File: src/rtl/bbsp_pkg.sv
// ----------------------------------------------------------------------------
// Slot pool package
// Types, codes and constants shared by the slot pool modules.
// ----------------------------------------------------------------------------
package bbsp_pkg;

   localparam int SLOTS_DEFAULT = 16;
   localparam int PAGE_SHIFT    = 12;
   localparam int PAGE_BYTES    = 1 << PAGE_SHIFT;
   localparam int BYTES_W       = 32;
   localparam int PAGES_W       = BYTES_W + 1 - PAGE_SHIFT;
   localparam int BUDGET_W      = 25;
   localparam int SUM_W         = BUDGET_W + 1;
   localparam int SLOT_W        = 8;
   localparam int FREE_W        = 5;

   localparam logic [SLOT_W-1:0]   NO_SLOT      = 8'hFF;
   localparam logic [BUDGET_W-1:0] BUDGET_RESET = 25'd16777216;

   typedef enum logic [2:0] {
      ACT_ACQUIRE,
      ACT_RELEASE,
      ACT_CANCEL,
      ACT_COMPLETE,
      ACT_BEGIN_DECODE,
      ACT_RESTORE_DECODE,
      ACT_REMAP,
      ACT_UNUSED
   } action_type;

   typedef enum logic [2:0] {
      ST_OK,
      ST_NO_SLOT,
      ST_ALREADY_FREE,
      ST_WRONG_PHASE,
      ST_BAD_ID
   } status_type;

   typedef enum logic [2:0] {
      PH_FREE,
      PH_READ,
      PH_CANCEL_PENDING,
      PH_DATA_AVAIL,
      PH_DECODE
   } phase_type;

   typedef enum logic [3:0] {
      S_IDLE,
      S_CHECK,
      S_PICK,
      S_PICKED,
      S_TRIM_CHECK,
      S_TRIM_SCAN,
      S_TRIM_END,
      S_COMMIT,
      S_DROP,
      S_DONE
   } state_type;

   typedef struct packed {
      action_type  action;
      logic [7:0]  slot_id;
      logic [31:0] byte_count;
      logic [31:0] image_tag;
      logic [63:0] generation_tag;
   } req_type;

   typedef struct packed {
      logic [7:0]  granted_slot;
      status_type  status;
      logic [24:0] committed_total;
      logic [4:0]  free_slots;
   } rsp_type;

   typedef struct packed {
      logic       load;
      logic       op_apply;
      logic       pick_step;
      logic       trim_init;
      logic       trim_step;
      logic       trim_apply;
      logic       commit;
      logic       drop_step;
      logic       finish;
      logic       grant;
      status_type status;
   } cmd_type;

   typedef struct packed {
      logic       is_acquire;
      logic       acq_reject;
      logic       scan_last;
      logic       best_enough;
      logic       over_budget;
      logic       victim_found;
      status_type op_status;
   } stat_type;

endpackage

File: src/rtl/bbsp_ctrl.sv
// ----------------------------------------------------------------------------
// Slot pool controller
// Sequences request decode, best-fit scan, trimming, commit and list compaction.
// ----------------------------------------------------------------------------
module bbsp_ctrl (
   input  logic               clock,
   input  logic               reset,
   input  logic               start,
   output logic               busy,
   input  bbsp_pkg::stat_type stat,
   output bbsp_pkg::cmd_type  cmd
);

   bbsp_pkg::state_type state_ff, state_in;

   always_ff @(posedge clock) begin
      if (reset) begin
         state_ff <= bbsp_pkg::S_IDLE;
      end else begin
         state_ff <= state_in;
      end
   end

   always_comb begin
      state_in   = state_ff;
      cmd        = '0;
      cmd.status = bbsp_pkg::ST_OK;
      case (state_ff)
         bbsp_pkg::S_IDLE: begin
            if (start) begin
               cmd.load = 1'b1;
               state_in = bbsp_pkg::S_CHECK;
            end
         end
         bbsp_pkg::S_CHECK: begin
            if (!stat.is_acquire) begin
               cmd.op_apply = 1'b1;
               cmd.finish   = 1'b1;
               cmd.status   = stat.op_status;
               state_in     = bbsp_pkg::S_IDLE;
            end else if (stat.acq_reject) begin
               cmd.finish = 1'b1;
               cmd.status = bbsp_pkg::ST_NO_SLOT;
               state_in   = bbsp_pkg::S_IDLE;
            end else begin
               state_in = bbsp_pkg::S_PICK;
            end
         end
         bbsp_pkg::S_PICK: begin
            cmd.pick_step = 1'b1;
            if (stat.scan_last) begin
               state_in = bbsp_pkg::S_PICKED;
            end
         end
         bbsp_pkg::S_PICKED: begin
            state_in = stat.best_enough ? bbsp_pkg::S_COMMIT : bbsp_pkg::S_TRIM_CHECK;
         end
         bbsp_pkg::S_TRIM_CHECK: begin
            if (stat.over_budget) begin
               cmd.trim_init = 1'b1;
               state_in      = bbsp_pkg::S_TRIM_SCAN;
            end else begin
               state_in = bbsp_pkg::S_COMMIT;
            end
         end
         bbsp_pkg::S_TRIM_SCAN: begin
            cmd.trim_step = 1'b1;
            if (stat.scan_last) begin
               state_in = bbsp_pkg::S_TRIM_END;
            end
         end
         bbsp_pkg::S_TRIM_END: begin
            if (stat.victim_found) begin
               cmd.trim_apply = 1'b1;
               state_in       = bbsp_pkg::S_TRIM_CHECK;
            end else begin
               cmd.finish = 1'b1;
               cmd.status = bbsp_pkg::ST_NO_SLOT;
               state_in   = bbsp_pkg::S_IDLE;
            end
         end
         bbsp_pkg::S_COMMIT: begin
            cmd.commit = 1'b1;
            state_in   = bbsp_pkg::S_DROP;
         end
         bbsp_pkg::S_DROP: begin
            cmd.drop_step = 1'b1;
            if (stat.scan_last) begin
               state_in = bbsp_pkg::S_DONE;
            end
         end
         bbsp_pkg::S_DONE: begin
            cmd.finish = 1'b1;
            cmd.grant  = 1'b1;
            state_in   = bbsp_pkg::S_IDLE;
         end
         default: begin
            state_in = bbsp_pkg::S_IDLE;
         end
      endcase
   end

   assign busy = (state_ff != bbsp_pkg::S_IDLE);

endmodule

File: src/rtl/bbsp_datapath.sv
// ----------------------------------------------------------------------------
// Slot pool datapath
// Slot tables, free order, page accounting and the registered result.
// ----------------------------------------------------------------------------
module bbsp_datapath #(
   parameter int SLOTS = bbsp_pkg::SLOTS_DEFAULT
) (
   input  logic                           clock,
   input  logic                           reset,
   input  bbsp_pkg::cmd_type              cmd,
   output bbsp_pkg::stat_type             stat,
   input  bbsp_pkg::req_type              req_item,
   input  logic                           csr_valid,
   input  logic [bbsp_pkg::BUDGET_W-1:0]  csr_data,
   output logic                           rsp_strobe,
   output bbsp_pkg::rsp_type              rsp_item
);

   localparam int IDX_W = (SLOTS > 1) ? $clog2(SLOTS) : 1;
   localparam int CNT_W = $clog2(SLOTS + 1);
   localparam int PW    = bbsp_pkg::PAGES_W;
   localparam int BW    = bbsp_pkg::BUDGET_W;
   localparam int SW    = bbsp_pkg::SUM_W;

   // slot tables
   logic [PW-1:0]       pages_ff [SLOTS];
   bbsp_pkg::phase_type phase_ff [SLOTS];
   logic [IDX_W-1:0]    order_ff [SLOTS];
   logic [31:0]         image_mem [SLOTS];
   logic [63:0]         gen_mem [SLOTS];

   logic [BW-1:0]    budget_ff, committed_ff, committed_in;
   logic [CNT_W-1:0] free_len_ff, free_len_in;
   logic [CNT_W-1:0] idx_ff, idx_in, j_ff, j_in;

   // latched request
   bbsp_pkg::action_type act_ff;
   logic [7:0]           id_ff;
   logic [PW-1:0]        need_ff;
   logic                 zero_ff;
   logic [31:0]          image_ff;
   logic [63:0]          gen_ff;

   // scan registers
   logic [IDX_W-1:0] best_ff, best_in, vic_ff, vic_in;
   logic [PW-1:0]    bp_ff, bp_in, vp_ff, vp_in;
   logic             fits_ff, fits_in, vfound_ff, vfound_in;

   bbsp_pkg::rsp_type rsp_ff, rsp_in;
   logic              rsp_strobe_ff;

   // write ports
   logic                pages_we, phase_we, order_we, image_we, gen_we;
   logic [IDX_W-1:0]    pages_wa, phase_wa, order_wa, tag_wa;
   logic [PW-1:0]       pages_wd;
   bbsp_pkg::phase_type phase_wd;
   logic [IDX_W-1:0]    order_wd;
   logic [31:0]         image_wd;
   logic [63:0]         gen_wd;

   logic [bbsp_pkg::BYTES_W:0] round_sum;
   logic [IDX_W-1:0]           scan_s, id_ix;
   logic [PW-1:0]              scan_cap, after_pages;
   logic                       id_ok, op_ok;
   bbsp_pkg::phase_type        cur_phase;
   bbsp_pkg::status_type       op_status;

   assign round_sum = {1'b0, req_item.byte_count} + (bbsp_pkg::BYTES_W + 1)'(bbsp_pkg::PAGE_BYTES - 1);
   assign scan_s    = order_ff[idx_ff[IDX_W-1:0]];
   assign scan_cap  = pages_ff[scan_s];
   assign id_ok     = (id_ff < 8'(SLOTS));
   assign id_ix     = id_ff[IDX_W-1:0];
   assign cur_phase = phase_ff[id_ix];
   assign after_pages = (bp_ff < need_ff) ? need_ff : bp_ff;

   // status of a non-acquire action
   always_comb begin
      op_status = bbsp_pkg::ST_OK;
      case (act_ff)
         bbsp_pkg::ACT_RELEASE,
         bbsp_pkg::ACT_CANCEL,
         bbsp_pkg::ACT_COMPLETE,
         bbsp_pkg::ACT_BEGIN_DECODE,
         bbsp_pkg::ACT_RESTORE_DECODE,
         bbsp_pkg::ACT_REMAP: begin
            if (act_ff == bbsp_pkg::ACT_RELEASE && id_ff == bbsp_pkg::NO_SLOT) begin
               op_status = bbsp_pkg::ST_OK;
            end else if (!id_ok) begin
               op_status = bbsp_pkg::ST_BAD_ID;
            end else begin
               case (act_ff)
                  bbsp_pkg::ACT_RELEASE: begin
                     if (cur_phase == bbsp_pkg::PH_FREE) op_status = bbsp_pkg::ST_ALREADY_FREE;
                  end
                  bbsp_pkg::ACT_CANCEL: begin
                     if (cur_phase != bbsp_pkg::PH_READ &&
                         cur_phase != bbsp_pkg::PH_CANCEL_PENDING) begin
                        op_status = bbsp_pkg::ST_WRONG_PHASE;
                     end
                  end
                  bbsp_pkg::ACT_COMPLETE: begin
                     if (cur_phase != bbsp_pkg::PH_READ) op_status = bbsp_pkg::ST_WRONG_PHASE;
                  end
                  bbsp_pkg::ACT_BEGIN_DECODE: begin
                     if (cur_phase != bbsp_pkg::PH_DATA_AVAIL) begin
                        op_status = bbsp_pkg::ST_WRONG_PHASE;
                     end
                  end
                  bbsp_pkg::ACT_RESTORE_DECODE: begin
                     if (cur_phase != bbsp_pkg::PH_DECODE) op_status = bbsp_pkg::ST_WRONG_PHASE;
                  end
                  default: begin
                     if (cur_phase == bbsp_pkg::PH_FREE) op_status = bbsp_pkg::ST_WRONG_PHASE;
                  end
               endcase
            end
         end
         default: begin
            op_status = bbsp_pkg::ST_OK;
         end
      endcase
   end

   assign op_ok = (op_status == bbsp_pkg::ST_OK) && id_ok &&
                  (act_ff != bbsp_pkg::ACT_ACQUIRE) && (act_ff != bbsp_pkg::ACT_UNUSED);

   // status to the controller
   always_comb begin
      stat.is_acquire   = (act_ff == bbsp_pkg::ACT_ACQUIRE);
      stat.acq_reject   = zero_ff || (BW'(need_ff) > budget_ff) || (free_len_ff == '0);
      stat.scan_last    = ((idx_ff + CNT_W'(1)) == free_len_ff);
      stat.best_enough  = (bp_ff >= need_ff);
      stat.over_budget  = (SW'(committed_ff) + SW'(need_ff)) > (SW'(budget_ff) + SW'(bp_ff));
      stat.victim_found = vfound_ff;
      stat.op_status    = op_status;
   end

   // next values and write ports
   always_comb begin
      committed_in = committed_ff;
      free_len_in  = free_len_ff;
      idx_in       = idx_ff;
      j_in         = j_ff;
      best_in      = best_ff;
      bp_in        = bp_ff;
      fits_in      = fits_ff;
      vic_in       = vic_ff;
      vp_in        = vp_ff;
      vfound_in    = vfound_ff;
      pages_we = 1'b0; pages_wa = best_ff; pages_wd = after_pages;
      phase_we = 1'b0; phase_wa = id_ix;   phase_wd = bbsp_pkg::PH_READ;
      order_we = 1'b0; order_wa = j_ff[IDX_W-1:0]; order_wd = scan_s;
      image_we = 1'b0; gen_we   = 1'b0;    tag_wa   = id_ix;
      image_wd = image_ff; gen_wd = gen_ff;

      if (cmd.load) begin
         idx_in = '0;
      end
      if (cmd.op_apply && op_ok) begin
         phase_we = 1'b1;
         case (act_ff)
            bbsp_pkg::ACT_RELEASE: begin
               phase_wd = bbsp_pkg::PH_FREE;
               image_we = 1'b1;
               gen_we   = 1'b1;
               image_wd = '0;
               gen_wd   = '0;
               if (free_len_ff < CNT_W'(SLOTS)) begin
                  order_we    = 1'b1;
                  order_wa    = free_len_ff[IDX_W-1:0];
                  order_wd    = id_ix;
                  free_len_in = free_len_ff + CNT_W'(1);
               end
            end
            bbsp_pkg::ACT_CANCEL:         phase_wd = bbsp_pkg::PH_CANCEL_PENDING;
            bbsp_pkg::ACT_COMPLETE:       phase_wd = bbsp_pkg::PH_DATA_AVAIL;
            bbsp_pkg::ACT_BEGIN_DECODE:   phase_wd = bbsp_pkg::PH_DECODE;
            bbsp_pkg::ACT_RESTORE_DECODE: phase_wd = bbsp_pkg::PH_DATA_AVAIL;
            default: begin
               // remap: keep the phase and the generation, rebind the image
               phase_wd = cur_phase;
               image_we = 1'b1;
            end
         endcase
      end
      if (cmd.pick_step) begin
         idx_in = idx_ff + CNT_W'(1);
         if (idx_ff == '0) begin
            best_in = scan_s; bp_in = scan_cap; fits_in = (scan_cap >= need_ff);
         end else if (scan_cap >= need_ff && (!fits_ff || scan_cap < bp_ff)) begin
            best_in = scan_s; bp_in = scan_cap; fits_in = 1'b1;
         end else if (!fits_ff && scan_cap > bp_ff) begin
            best_in = scan_s; bp_in = scan_cap;
         end
      end
      if (cmd.trim_init) begin
         idx_in    = '0;
         vfound_in = 1'b0;
      end
      if (cmd.trim_step) begin
         idx_in = idx_ff + CNT_W'(1);
         if (scan_s != best_ff && scan_cap != '0 && (!vfound_ff || scan_cap > vp_ff)) begin
            vic_in = scan_s; vp_in = scan_cap; vfound_in = 1'b1;
         end
      end
      if (cmd.trim_apply) begin
         committed_in = committed_ff - BW'(vp_ff);
         pages_we = 1'b1; pages_wa = vic_ff; pages_wd = '0;
      end
      if (cmd.commit) begin
         committed_in = committed_ff - BW'(bp_ff) + BW'(after_pages);
         pages_we = 1'b1;
         phase_we = 1'b1; phase_wa = best_ff; phase_wd = bbsp_pkg::PH_READ;
         image_we = 1'b1; gen_we   = 1'b1;    tag_wa   = best_ff;
         idx_in   = '0;
         j_in     = '0;
      end
      if (cmd.drop_step) begin
         idx_in = idx_ff + CNT_W'(1);
         if (scan_s != best_ff) begin
            order_we = 1'b1;
            j_in     = j_ff + CNT_W'(1);
         end
         if (stat.scan_last) begin
            free_len_in = j_in;
         end
      end

      rsp_in.granted_slot    = cmd.grant ? 8'(best_ff) : bbsp_pkg::NO_SLOT;
      rsp_in.status          = cmd.status;
      rsp_in.committed_total = committed_in;
      rsp_in.free_slots      = bbsp_pkg::FREE_W'(free_len_in);
   end

   always_ff @(posedge clock) begin
      if (reset) begin
         budget_ff     <= bbsp_pkg::BUDGET_RESET;
         committed_ff  <= '0;
         free_len_ff   <= CNT_W'(SLOTS);
         rsp_strobe_ff <= 1'b0;
         for (int i = 0; i < SLOTS; i++) begin
            pages_ff[i] <= '0;
            phase_ff[i] <= bbsp_pkg::PH_FREE;
            order_ff[i] <= IDX_W'(i);
         end
      end else begin
         if (csr_valid) budget_ff <= csr_data;
         committed_ff  <= committed_in;
         free_len_ff   <= free_len_in;
         rsp_strobe_ff <= cmd.finish;
         if (pages_we) pages_ff[pages_wa] <= pages_wd;
         if (phase_we) phase_ff[phase_wa] <= phase_wd;
         if (order_we) order_ff[order_wa] <= order_wd;
      end
   end

   always_ff @(posedge clock) begin
      if (image_we) image_mem[tag_wa] <= image_wd;
      if (gen_we)   gen_mem[tag_wa]   <= gen_wd;
   end

   always_ff @(posedge clock) begin
      if (cmd.load) begin
         act_ff   <= req_item.action;
         id_ff    <= req_item.slot_id;
         need_ff  <= PW'(round_sum >> bbsp_pkg::PAGE_SHIFT);
         zero_ff  <= (req_item.byte_count == '0);
         image_ff <= req_item.image_tag;
         gen_ff   <= req_item.generation_tag;
      end
      idx_ff    <= idx_in;
      j_ff      <= j_in;
      best_ff   <= best_in;
      bp_ff     <= bp_in;
      fits_ff   <= fits_in;
      vic_ff    <= vic_in;
      vp_ff     <= vp_in;
      vfound_ff <= vfound_in;
      if (cmd.finish) rsp_ff <= rsp_in;
   end

   assign rsp_strobe = rsp_strobe_ff;
   assign rsp_item   = rsp_ff;

endmodule

File: src/rtl/budgeted_buffer_slot_pool.sv
// ----------------------------------------------------------------------------
// Budgeted buffer slot pool
// Pool of buffer slots under a page budget: acquire, release, phase control.
// ----------------------------------------------------------------------------
// Raise start with a request on req_item while busy is low; the beat is taken
// on that edge and busy stays high until the result is out. Exactly one result
// beat follows each request, on rsp_item for one cycle with rsp_strobe high;
// there is no back-pressure, so the receiver must take it in that cycle. busy
// falls in the strobe cycle, so the next request may be given alongside it.
// Non-acquire actions hold busy for the CHECK state only, as does an acquire
// turned away at once. An acquire walks the free list one entry per cycle:
// the best-fit scan, then, when the chosen slot must grow, one victim scan
// per trimmed slot, then the list compaction scan. A growth that trimming
// cannot cover ends after a victim scan that finds no victim, with no commit.
// The budget register is written through csr_valid/csr_data; the user must
// write it only while the pool is idle, as the block itself does not enforce
// this. csr_ready is always high.
module budgeted_buffer_slot_pool #(
   parameter int SLOTS = bbsp_pkg::SLOTS_DEFAULT
) (
   input  logic                          clock,
   input  logic                          reset,
   // request channel
   input  logic                          start,
   output logic                          busy,
   input  bbsp_pkg::req_type             req_item,
   // result channel
   output logic                          rsp_strobe,
   output bbsp_pkg::rsp_type             rsp_item,
   // budget register
   input  logic                          csr_valid,
   output logic                          csr_ready,
   input  logic [bbsp_pkg::BUDGET_W-1:0] csr_data
);

   bbsp_pkg::cmd_type  cmd;
   bbsp_pkg::stat_type stat;

   // sequencer: one step of the scan or update per cycle
   bbsp_ctrl u_ctrl (
      .clock (clock),
      .reset (reset),
      .start (start),
      .busy  (busy),
      .stat  (stat),
      .cmd   (cmd)
   );

   // slot tables, accounting and result register
   bbsp_datapath #(
      .SLOTS (SLOTS)
   ) u_datapath (
      .clock      (clock),
      .reset      (reset),
      .cmd        (cmd),
      .stat       (stat),
      .req_item   (req_item),
      .csr_valid  (csr_valid),
      .csr_data   (csr_data),
      .rsp_strobe (rsp_strobe),
      .rsp_item   (rsp_item)
   );

   // budget writes are always taken
   assign csr_ready = 1'b1;

endmodule

File: config.mk
export PLATFORM = sky130hd
export DESIGN_NAME = budgeted_buffer_slot_pool
export DESIGN_NICKNAME = d
export VERILOG_FILES = /design/src/rtl/bbsp_pkg.sv /design/src/rtl/bbsp_ctrl.sv /design/src/rtl/bbsp_datapath.sv /design/src/rtl/budgeted_buffer_slot_pool.sv
export SDC_FILE = /design/constraint.sdc
export NUM_CORES = 2
export LEC_CHECK = 0
export BUFFER_PORTS_ARGS = -buffer_cell sky130_fd_sc_hd__buf_4
export CAP_MARGIN = 0
export CORE_MARGIN = 4
export CORE_UTILIZATION = 25
export CTS_CLUSTER_SIZE = 30
export DETAILED_ROUTE_END_ITERATION = 8
export GPL_TIMING_DRIVEN = 0
export PLACE_DENSITY = 0.39
export RECOVER_POWER = 25
export REMOVE_ABC_BUFFERS = 1
export SKIP_CTS_REPAIR_TIMING = 1
export SLEW_MARGIN = 20
export SYNTH_ARGS = -nofsm -noshare
export SYNTH_HDL_FRONTEND = slang
export SYNTH_SLANG_ARGS = --single-unit
File: constraint.sdc
create_clock -name clock -period 14.5 [get_ports clock]
set_input_delay 1.45 -clock clock [delete_from_list [all_inputs] [get_ports clock]]
set_output_delay 1.45 -clock clock [all_outputs]
set_load 0.005 [all_outputs]
==> qor.txt <==
Reg-to-Reg End: u_datapath.bp_ff[16]$_DFFE_PP_
failing checks: max-capacitance violations, max-slew violations
share of cells above drive strength 1: 10.90%
Hold Path Depth: 2
Sink Count: 649
Final Hold Vio Count: 0
Post-synth ARST share: 0%
first-pass GRT wire length: 174.4 mm
Starting Density: 25.13%
filler instances: 15,030
VDD IR max: 0.08992 mV
drc violations: 0
maxcap violations: 9
clk_lat worst skew: 700 ps
grt ovf: 0
crit start category: input port
Tot GR Track Use: 15.38%
Final Setup Violations: 0
most frequent cells in the layout: 575 x edfxtp_1, 554 x nor2_1, 302 x nand2_1
Die X: 390.5 um
HP Class: reg -> reg
HP Start: u_datapath.j_ff[4]$_DFF_P_
Highest Clock Rate: 93.78 MHz
critical path type: in -> reg
depth of the CTS H-tree: 3
worst rel slew slack: -131.1%
Post-Route Setup TNS: 0 ps
initial DRC count: 1,827
top-level I/O count: 212
clock buffer depth: 3
Clock transition at path regs: 60 ps
number of synthesis warnings: 0
highest net fanout along the worst path: 72
Total Routed Length: 118.5 mm
syn avg cell area: 10.82 um^2
min cycle time layout: 10,660 ps
vias in the first global route: 26,380
largest net degree at the start of global routing: 75
critical path endpoint category: flip-flop
P&R area growth vs syn: 16.33%
GP Congestion: 0.7639
unrepaired setup endpoints after global routing: no
Worst Hold Path EP: u_datapath.j_ff[4]$_DFF_P_
placed wire-length estimate: 82.61 mm
Critical Path Source: reset
height of the die: 390.5 um
part of the Yosys area used for sequential elements: 51.26%
Synth cell types: 87
ys flop type: edfxtp_1
crit share post-route: 73.54%
status: finished with violations
drt via density: 4.760
Worst R2R Setup Slack: 4450 ps
flop and latch count out of synthesis: 649
initial antenna violation count: 3
Synth Instances: 3,380
Root Buffer Master: clkbuf_16
Fin Clk Skew: 43.10 ps
cell row count: 140
core area: 0.1456 mm^2
CTS tree: built
PortBufs: 114
Hold Slack: 490.5 ps
Avg WL per Cell: 21.81 um
Max Slew Vio Count: 305
Post-synth EDFFs: 575
die area: 0.1525 mm^2
first-pass iteration count of the detailed router: 5
number of antenna diodes: 0
Leak Pwr: 16.47 nW
Critical Path RT: 14,810 ps
largest cells by area after synthesis: edfxtp_1 47%, ha_1 7.8%, nor2_1 5.7%, mux2i_1 4.4%, dfxtp_1 4.1%
total vias in the final route: 25,860
worst r2r path cells: 18
area leader, netlist: edfxtp_1
Worst EP arrival: 10,970 ps
share of the synthesized area in the top cell type: 47.21%
total power density per cell area: 123.7 mW/mm^2
ANT nets after route: 0
Inserted Clock Buffers: 82
cell area after synthesis: 0.03658 mm^2
most common cell after layout, fill and taps aside: edfxtp_1
NumNets Final: 3,868
worst slew pin tran: 3467 ps
registers in the layout, summed over array words and instances, names as in the netlist, named ones only:
name                     flops
u_datapath.fits_ff           1
u_datapath.bp_ff            21
u_datapath.pages_ff        336
u_datapath.free_len_ff       5
u_datapath.phase_ff         48
u_datapath.vic_ff            4
u_datapath.best_ff           4
u_datapath.idx_ff            5
u_datapath.order_ff         64
u_datapath.budget_ff        25
u_ctrl.state_ff              4
u_datapath.j_ff              5
u_datapath.rsp_item         38
u_datapath.vfound_ff         1
u_datapath.zero_ff           1
u_datapath.id_ff             8
u_datapath.rsp_strobe        1
u_datapath.committed_ff     25
u_datapath.vp_ff            21
u_datapath.act_ff            3
u_datapath.need_ff          21
cell type report:
type                    count  area (um^2)  share of cell area, %
repair buffers            153         1274                  2.994
inverters                 165        633.1                  1.488
flip-flops and latches    649        18750                  44.06
clock inverters            49        476.7                  1.120
multi-input cells        2396        16860                  39.62
well taps                1917         2399                  5.637
clock buffers             103         2162                  5.081
stage by stage:
stage          setup slack [ps]  utilization (%)  instances  instance area, um^2  power, mW
2_1_floorplan              5327                -       3210                35780      2.835
3_3_place_gp               1511            26.81       5241                39030      3.243
3_5_place_dp               6136            27.64       5280                40230      3.301
4_1_cts                    6129            29.45       5432                42870      5.351
5_1_grt                    3211            29.23       5432                42550      5.520
6_report                   3837            29.23       5432                42550      5.262
kinds of logic (layout without fill, tap and decap cells):
group | Yosys count | after routing | share of synthesized area [%]
AO/OA/AOI/OAI | 545 | 545 | 9.921
XOR/XNOR | 108 | 108 | 2.586
adder cells (fa/ha/maj) | 253 | 253 | 9.148
buffers and inverters | 335 | 470 | 3.886
flip-flops | 649 | 649 | 51.26
multiplexers | 235 | 235 | 8.118
other | 1 | 1 | 0.01025
AND/OR/NAND/NOR | 1254 | 1254 | 15.07
report_power, final:
| group | internal, mW | switching, mW | total, mW |
|---|---|---|---|
| Clock | 1.16 | 0.871 | 2.03 |
| Sequential | 2.12 | 0.0596 | 2.18 |
| Combinational | 0.388 | 0.669 | 1.06 |
| Total | 3.66 | 1.60 | 5.26 |
worst max-delay path by stage:
stage | end | slack (ps) | cells after the start
floorplan | u_datapath.rsp_item[28]$_DFFE_PP_ | 5330 | 24
global route | u_datapath.pages_ff[12][4]$_SDFFCE_PN0P_ | 3210 | 4
detailed placement | u_datapath.rsp_item[28]$_DFFE_PP_ | 6140 | 30
finish | u_datapath.pages_ff[12][4]$_SDFFCE_PN0P_ | 3840 | 4
global placement | u_datapath.rsp_item[28]$_DFFE_PP_ | 1510 | 24
CTS | u_datapath.rsp_item[28]$_DFFE_PP_ | 6130 | 30
synthesized netlist by cell type, types with 6 or more instances:
cell type,count
nor4_1,19
a211oi_1,23
and2_1,31
mux2i_1,161
and4_1,7
xor2_1,36
a21oi_1,130
inv_1,161
nor2b_1,24
o211ai_1,14
o221ai_1,10
or3_1,18
fa_1,24
o22ai_1,7
nor2_1,557
dfxtp_1,74
o21ai_0,112
a21o_1,64
nor3b_1,8
nand4_1,30
buf_4,11
a32oi_1,23
o2111ai_1,7
buf_2,31
and3_1,21
a22oi_1,18
o21bai_1,7
o21a_1,37
mux2_2,27
buf_1,7
a31oi_1,18
ha_1,229
nand3_1,116
clkbuf_1,111
a211o_1,11
nand2b_1,23
xnor2_1,72
buf_6,9
nor3_1,57
or2_2,6
mux4_2,45
edfxtp_1,575
o31ai_1,8
nand2_1,321
layer usage:
| layer | up-vias | global-route usage [%] | routed length, um |
|---|---|---|---|
| met1 | 12780 | 21.66 | 57570 |
| met2 | 503 | 24.57 | 53190 |
| met5 | - | 0 | 0 |
| met3 | 139 | 2.470 | 4819 |
| met4 | 0 | 3.985 | 2893 |
| li1 | 12440 | - | - |
critical path, stage by stage:
cell and delay [ps]:
clkbuf_1 2370, clkinvlp_2 3940, o21ai_0 2110, clkbuf_1 910
No activity file was read; power rests on OpenSTA's default activity.
